**src/sv/iat_pkg.sv**
```systemverilog
// Shared types, codes and lifecycle helpers of the idempotent action table.
package iat_pkg;

  localparam int unsigned SlotIdxW = 8;

  localparam logic [3:0] ST_NONE      = 4'd0;
  localparam logic [3:0] ST_CREATED   = 4'd1;
  localparam logic [3:0] ST_OBSERVING = 4'd2;
  localparam logic [3:0] ST_PLANNED   = 4'd3;
  localparam logic [3:0] ST_RUNNING   = 4'd4;
  localparam logic [3:0] ST_VERIFYING = 4'd5;
  localparam logic [3:0] ST_SUCCEEDED = 4'd6;
  localparam logic [3:0] ST_FAILED    = 4'd7;
  localparam logic [3:0] ST_UNKNOWN   = 4'd8;
  localparam logic [3:0] ST_CANCELLED = 4'd9;

  localparam logic [2:0] RSP_NEW         = 3'd0;
  localparam logic [2:0] RSP_REPLAY      = 3'd1;
  localparam logic [2:0] RSP_IN_PROGRESS = 3'd2;
  localparam logic [2:0] RSP_ID_REUSED   = 3'd3;
  localparam logic [2:0] RSP_FULL        = 3'd4;
  localparam logic [2:0] RSP_ADVANCED    = 3'd5;
  localparam logic [2:0] RSP_REJECTED    = 3'd6;

  localparam logic FUNC_BEGIN   = 1'b0;
  localparam logic FUNC_ADVANCE = 1'b1;

  localparam logic [0:0] REG_DEDUP_DISABLED = 1'b0;

  typedef struct packed {
    logic        func;
    logic [63:0] action_key;
    logic [63:0] fingerprint;
    logic [3:0]  target_slot;
    logic [3:0]  target_state;
  } req_t;

  typedef struct packed {
    logic [2:0]  status;
    logic [3:0]  slot_found;
    logic [3:0]  entry_state;
    logic [31:0] entry_seq;
    logic [31:0] started_count;
    logic [31:0] replayed_count;
    logic [31:0] evicted_count;
  } rsp_t;

  typedef struct packed {
    logic [63:0]         key;
    logic [63:0]         fp;
    logic [3:0]          tslot;
    logic                m_have;
    logic [SlotIdxW-1:0] m_slot;
    logic [31:0]         m_seq;
    logic [3:0]          m_state;
    logic                m_fp_eq;
    logic                free_have;
    logic [SlotIdxW-1:0] free_slot;
    logic                fin_have;
    logic [SlotIdxW-1:0] fin_slot;
    logic [31:0]         fin_seq;
    logic [3:0]          tgt_state;
    logic [31:0]         tgt_seq;
  } scan_t;

  typedef struct packed {
    logic                create;
    logic                set_state;
    logic [SlotIdxW-1:0] slot;
    logic [63:0]         key;
    logic [63:0]         fp;
    logic [31:0]         seq;
    logic [3:0]          state;
  } wr_t;

  function automatic logic is_final(logic [3:0] s);
    return (s == ST_SUCCEEDED) || (s == ST_FAILED) || (s == ST_UNKNOWN) ||
           (s == ST_CANCELLED);
  endfunction

  function automatic logic edge_allowed(logic [3:0] from, logic [3:0] to);
    logic ok;
    case (from)
      ST_CREATED:   ok = (to == ST_OBSERVING) || (to == ST_FAILED);
      ST_OBSERVING: ok = (to == ST_PLANNED) || (to == ST_FAILED);
      ST_PLANNED:   ok = (to == ST_RUNNING) || (to == ST_FAILED) || (to == ST_CANCELLED);
      ST_RUNNING:   ok = (to == ST_VERIFYING) || (to == ST_FAILED) || (to == ST_UNKNOWN);
      ST_VERIFYING: ok = (to == ST_SUCCEEDED) || (to == ST_FAILED) || (to == ST_UNKNOWN);
      default:      ok = 1'b0;
    endcase
    return ok;
  endfunction

endpackage

```
**src/sv/iat_cell.sv**
```systemverilog
// One table slot: holds a record and folds it into the passing scan transaction.
module iat_cell #(
  parameter int unsigned Idx = 0
) (
  input  logic          clk_i,
  input  logic          rst_ni,
  input  logic          vld_i,
  input  iat_pkg::scan_t pkt_i,
  input  iat_pkg::wr_t  wr_i,
  output logic          vld_o,
  output iat_pkg::scan_t pkt_o
);

  logic [63:0]          key_q;
  logic [63:0]          fp_q;
  logic [31:0]          seq_q;
  logic [3:0]           st_q;
  logic                 vld_q;
  iat_pkg::scan_t       pkt_q;
  iat_pkg::scan_t       pkt_d;
  logic                 hit;
  logic [iat_pkg::SlotIdxW-1:0] my_idx;

  assign my_idx = iat_pkg::SlotIdxW'(Idx);
  assign hit    = (wr_i.slot == my_idx);

  always_comb begin
    pkt_d = pkt_i;
    if ((st_q != iat_pkg::ST_NONE) && (key_q == pkt_i.key) &&
        (!pkt_i.m_have || (seq_q > pkt_i.m_seq))) begin
      pkt_d.m_have  = 1'b1;
      pkt_d.m_slot  = my_idx;
      pkt_d.m_seq   = seq_q;
      pkt_d.m_state = st_q;
      pkt_d.m_fp_eq = (fp_q == pkt_i.fp);
    end
    if (!pkt_i.free_have && (st_q == iat_pkg::ST_NONE)) begin
      pkt_d.free_have = 1'b1;
      pkt_d.free_slot = my_idx;
    end
    if (iat_pkg::is_final(st_q) && (!pkt_i.fin_have || (seq_q < pkt_i.fin_seq))) begin
      pkt_d.fin_have = 1'b1;
      pkt_d.fin_slot = my_idx;
      pkt_d.fin_seq  = seq_q;
    end
    if ({4'b0000, pkt_i.tslot} == my_idx) begin
      pkt_d.tgt_state = st_q;
      pkt_d.tgt_seq   = seq_q;
    end
  end

  always_ff @(posedge clk_i or negedge rst_ni) begin
    if (!rst_ni) begin
      vld_q <= 1'b0;
      st_q  <= iat_pkg::ST_NONE;
    end else begin
      vld_q <= vld_i;
      if (hit && wr_i.create) begin
        st_q <= iat_pkg::ST_CREATED;
      end else if (hit && wr_i.set_state) begin
        st_q <= wr_i.state;
      end
    end
  end

  always_ff @(posedge clk_i) begin
    if (vld_i) begin
      pkt_q <= pkt_d;
    end
    if (hit && wr_i.create) begin
      key_q <= wr_i.key;
      fp_q  <= wr_i.fp;
      seq_q <= wr_i.seq;
    end
  end

  assign vld_o = vld_q;
  assign pkt_o = pkt_q;

endmodule

```
**config.mk**
```make
export PLATFORM = sky130hd
export DESIGN_NAME = iat_cell
export DESIGN_NICKNAME = d
export VERILOG_FILES = /design/src/sv/iat_pkg.sv /design/src/sv/iat_cell.sv
export SDC_FILE = /design/constraint.sdc
export NUM_CORES = 1
export LEC_CHECK = 0
export BUFFER_PORTS_ARGS = -buffer_cell sky130_fd_sc_hd__buf_2
export CAP_MARGIN = 40
export CORE_AREA = 2 2 272 274
export DETAILED_ROUTE_END_ITERATION = 7
export DIE_AREA = 0 0 274 276
export PLACE_DENSITY_LB_ADDON = 0.05
export SYNTH_ARGS = -nofsm -noshare
export SYNTH_HDL_FRONTEND = slang
export SYNTH_SLANG_ARGS = --single-unit
```
**constraint.sdc**
```tcl
create_clock -name clk_i -period 3.2 [get_ports clk_i]
set_input_delay 0.48 -clock clk_i [delete_from_list [all_inputs] [get_ports clk_i]]
set_output_delay 0.48 -clock clk_i [all_outputs]
set_load 0.01 [all_outputs]
```
# After elaboration in Yosys (flattened, before gate mapping)

Cells that the tools add are included.
W data, S select, Z words.

Register bits: 429
Input port bits: 441
Output and inout bits: 265
Logic and storage cells: 52

Order comparisons: 2
Equal/unequal tests: 6
Mux-type cells: 5
Reduce and logical (&&, ||, !) cells: 19

Operators by type and width:

| operator             | number |
|---|---|
| $eq A64 B64 Y1       | 2 |
| $mux W37             | 1 |
| $mux W36             | 1 |
| $gt A32 B32 Y1       | 1 |
| $lt A32 B32 Y1       | 1 |
| $mux W32             | 1 |
| $logic_not A8 Y1     | 2 |
| $eq A4 B3 Y1 const B | 2 |
| $eq A4 B4 Y1 const B | 2 |
| $mux W4              | 2 |
| $logic_and A1 B1 Y1  | 6 |
| $logic_or A1 B1 Y1   | 5 |
| $logic_not A4 Y1     | 1 |
| $reduce_bool A4 Y1   | 1 |
| $logic_not A1 Y1     | 3 |
| $reduce_bool A2 Y1   | 1 |

# Logic depth before layout (Yosys ltp)

Depth after elaboration: 6
Mapped depth: 9
Mapped depth without buffers: 8

# Worst setup path after synthesis

Ideal clock, no wire load.

Path type: input to register
Start: input wr_i[169] in the netlist's numbering
End: register fp_q[0] (enable)
Library setup time: 0.540 ns
Arrival: 4.846 ns
Required time: 2.660 ns
Slack: -2.186 ns
Cell stages on the path: 3
Buffers on the path: 0
Cells stage by stage: or4_1 -> nor2_1 -> and2_1

Longest elaborated chain between the ends: 2

Ends and longest elaborated chain:

| element              | line           | RTL |
|---|---|---|
| start, declared      | iat_cell.sv:9  | `input iat_pkg::wr_t wr_i,` |
| $logic_not A8 Y1     | iat_cell.sv:25 | `assign hit = (wr_i.slot == my_idx);` |
| $logic_and A1 B1 Y1  | iat_cell.sv:70 | `if (hit && wr_i.create) begin` |
| end signal, assigned | iat_cell.sv:72 | `fp_q <= wr_i.fp;` |
| end, declared        | iat_cell.sv:15 | `logic [63:0] fp_q;` |

Every way passes these cells.
A chain may end at the register's enable or synchronous reset.

==> impl_metrics.json <==
{
  "synth_flop_cell": "edfxtp_1",
  "nFillCells": 7410,
  "dr_wl_met2_um": 33900,
  "ant_nets": 0,
  "synth_top_area_share": 0.731,
  "root_buffer": "clkbuf_16",
  "syn-instance-count": 997,
  "coreArea_mm2": 0.0726,
  "worst_slack_ns": 0.0895,
  "worst_pin_slew_ns": 0.730,
  "finalHoldWorstSlack_ns": 0.0580,
  "setup_viol": 0,
  "nets": 2323,
  "max_stage_delay_ns": 0.62,
  "drt_first_iter_violations": 504,
  "ys_ff_latch": 429,
  "clock_latency_ns": 0.60,
  "syn-num-nets": 1501,
  "startpoint_type": "flip-flop",
  "clock_path_buffers": 3,
  "worstSetupEndpointType": "flip-flop",
  "std_cell_rows": 99,
  "rsz0062_at_grt": "false",
  "pwr-share-seq": 0.486,
  "io_buffers": 705,
  "post-route-drc-count": 0,
  "outcome": "completed",
  "clockPowerShare": 0.424,
  "critPathArrivalTime_ns": 3.44,
  "fmax_mhz": 321,
  "synth_top_area_cell": "edfxtp_1",
  "synth_cell_type_count": 40,
  "synth_area_mm2": 0.0174,
  "grt_pass1_vias": 12634,
  "drtPass1Iterations": 4,
  "reg2reg_slack_ns": 0.09,
  "critPathKind": "reg2reg",
  "hpwl_um": 52200,
  "synth_edf_count": 424,
  "ys_seq_area_frac": 0.738,
  "wl_per_cell_um": 22.9,
  "drt_wl_total_um": 64900,
  "path_delay_family": "simple AND/OR/NAND/NOR gates",
  "crit_fanout": 27,
  "crit_slowest_cell": "or4_4",
  "die_x_um": 274,
  "top_layer": "met5",
  "grt_max_degree": 73,
  "max-vdd-ir-drop_mv": 0.413,
  "syn_to_final_growth_pct": 40.4,
  "period_share": 0.972,
  "cts_max_level": 2,
  "crit_required_ns": 3.53,
  "cellPowerDensity_mw_per_mm2": 550,
  "p_sw_mw": 3.12,
  "switching_share": 0.232,
  "critical_path_buf_inv_count": 1,
  "yosysWarnings": 0,
  "p_int_mw": 10.3,
  "place_ws_ns": -0.163,
  "cts_made_buffers": 53,
  "grt_overflow_total": 0,
  "p_total_mw": 13.5,
  "dr_total_vias": 11585,
  "slew_headroom": 0.512,
  "grt_pass1_wl_um": 90500,
  "fp.dieH_um": 276,
  "p_comb_frac": 0.089,
  "crit_chain": "ha_1 > nand4_1 > or4_4 > o21bai_1 > o22ai_1 > o311ai_4 > buf_12 > mux2_2",
  "place.gp.congestion": 0.808,
  "p_leak_nw": 10.1,
  "drv_slew": 0,
  "skew_ns": 0.0172,
  "wl_met3_um": 6310,
  "io_pins": 706,
  "dieArea_mm2": 0.0756,
  "fin_crit_ns": 3.11,
  "avgSynthCellArea_um2": 17.5,
  "cts_tree": "built",
  "maxCapViolCount": 0,
  "hold_violations": 0,
  "ys_top_cells_by_area": "edfxtp_1 (73%), mux2_2 (6.6%), xor2_1 (5.6%), ha_1 (4.5%), inv_1 (1.4%)",
  "drive_above_1_share": 0.516,
  "path_clk_slew_ns": 0.06,
  "clock_sinks": 429,
  "min_path_type": "in2reg",
  "postCtsSetupBuffers": 0,
  "met1_length_um": 23100,
  "grt_antenna_before_repair": 34,
  "grtUsageTotal": 0.167,
  "start_util": 0.240,
  "vias_per_cell": 4.09,
  "async_reset_ff_frac": 0.0117
}
[registers in the layout, indices dropped and copies added (netlist names)]
| name | cells |
|---|---|
| key_q | 64 |
| vld_o | 1 |
| st_q | 4 |
| fp_q | 64 |
| pkt_o | 264 |
| seq_q | 32 |
[worst register-to-register path: cells and delay by family, from the launching register on]
kind	cells	cell delay (ns)
AND/OR/NAND/NOR	2	0.84
multiplexers	1	0.38
adder cells (fa/ha/maj)	1	0.32
AO/OA/AOI/OAI	3	0.64
flip-flops	1	0.41
buffers and inverters	1	0.25
[synthesized netlist by cell type, types with 11 or more instances]
| cell | count |
|---|---|
| xor2_1 | 112 |
| mux2_2 | 102 |
| xnor2_1 | 16 |
| nor4_1 | 31 |
| ha_1 | 63 |
| inv_1 | 67 |
| o21ai_0 | 11 |
| edfxtp_1 | 424 |
| nand4_1 | 20 |
| a21oi_1 | 27 |
| nand2_1 | 21 |
| nor2b_1 | 19 |
[power groups by stage]
stage	Combinational [mW]	Clock (mW)	Sequential, mW
final	1.20	5.71	6.55
after CTS	1.24	5.95	6.55
after floorplan	0.237	0	6.82
after global placement	1.23	0	6.67
after detailed placement	1.23	0	6.67
after global routing	1.32	6.15	6.57
[worst paths after layout]
check	start	to	cells after the start
max	seq_q[9]	pkt_o[101]	8
min	wr_i[132]	key_q[32]	1
max reg2reg	seq_q[9]	pkt_o[101]	8
min reg2reg	st_q[0]	st_q[0]	2
max in group asynchronous	rst_ni	st_q[1]	2
min in group asynchronous	rst_ni	st_q[3]	2
[layer usage]
| layer | track usage | up-vias |
|---|---|---|
| met4 | 0.0435 | 38 |
| li1 | - | 5472 |
| met2 | 0.305 | 428 |
| met1 | 0.175 | 5535 |
| met5 | 0 | - |
| met3 | 0.0700 | 112 |
[cell families after synthesis]
kind of cell | Yosys count | synth area share
compound gates | 60 | 0.0221
xor+xnor | 128 | 0.0644
fa+ha+maj | 63 | 0.0453
buf+inv | 78 | 0.0185
flops | 429 | 0.738
mux | 105 | 0.0679
simple gates | 134 | 0.0437
[layout by cell type (no fill, tap or decap), drive strengths merged, types with 6 or more instances in the layout]
master,instances
o21ai,11
ha,63
inv,69
clkinv,22
nand2,21
diode,12
a21oi,27
nand4,20
clkbuf,68
edfxtp,424
nor2b,19
nor4,31
xor2,112
nand3,6
buf,777
nor2,10
mux2,105
xnor2,16
and2,9
[cell type report]
class	count	area, µm²	area share
inverters	67	251	0.0103
multi-input cells	490	4270	0.175
flip-flops and latches	429	12900	0.526
diodes	12	30.0	0.00123
clock buffers	68	1440	0.0590
well taps	959	1200	0.0491
repair buffers	778	4220	0.172
clock inverters	27	183	0.00747
[metrics by stage]
step	cells	util	instance area [µm²]	setup TNS [ns]
4_1_cts	2818	0.336	24400	0
6_report	2830	0.337	24500	0
3_3_place_gp	2722	0.314	22800	-4.17
3_5_place_dp	2722	0.314	22800	-4.60
5_1_grt	2825	0.337	24400	0
2_1_floorplan	997	-	17400	0
[repair_timing]
item	CTS	global route
endpoints found under the hold margin	5	0
endpoints found under the setup margin	0	60
hold buffers	1	0
gates resized for setup	0	4
Power figures use the tool's default switching activity.
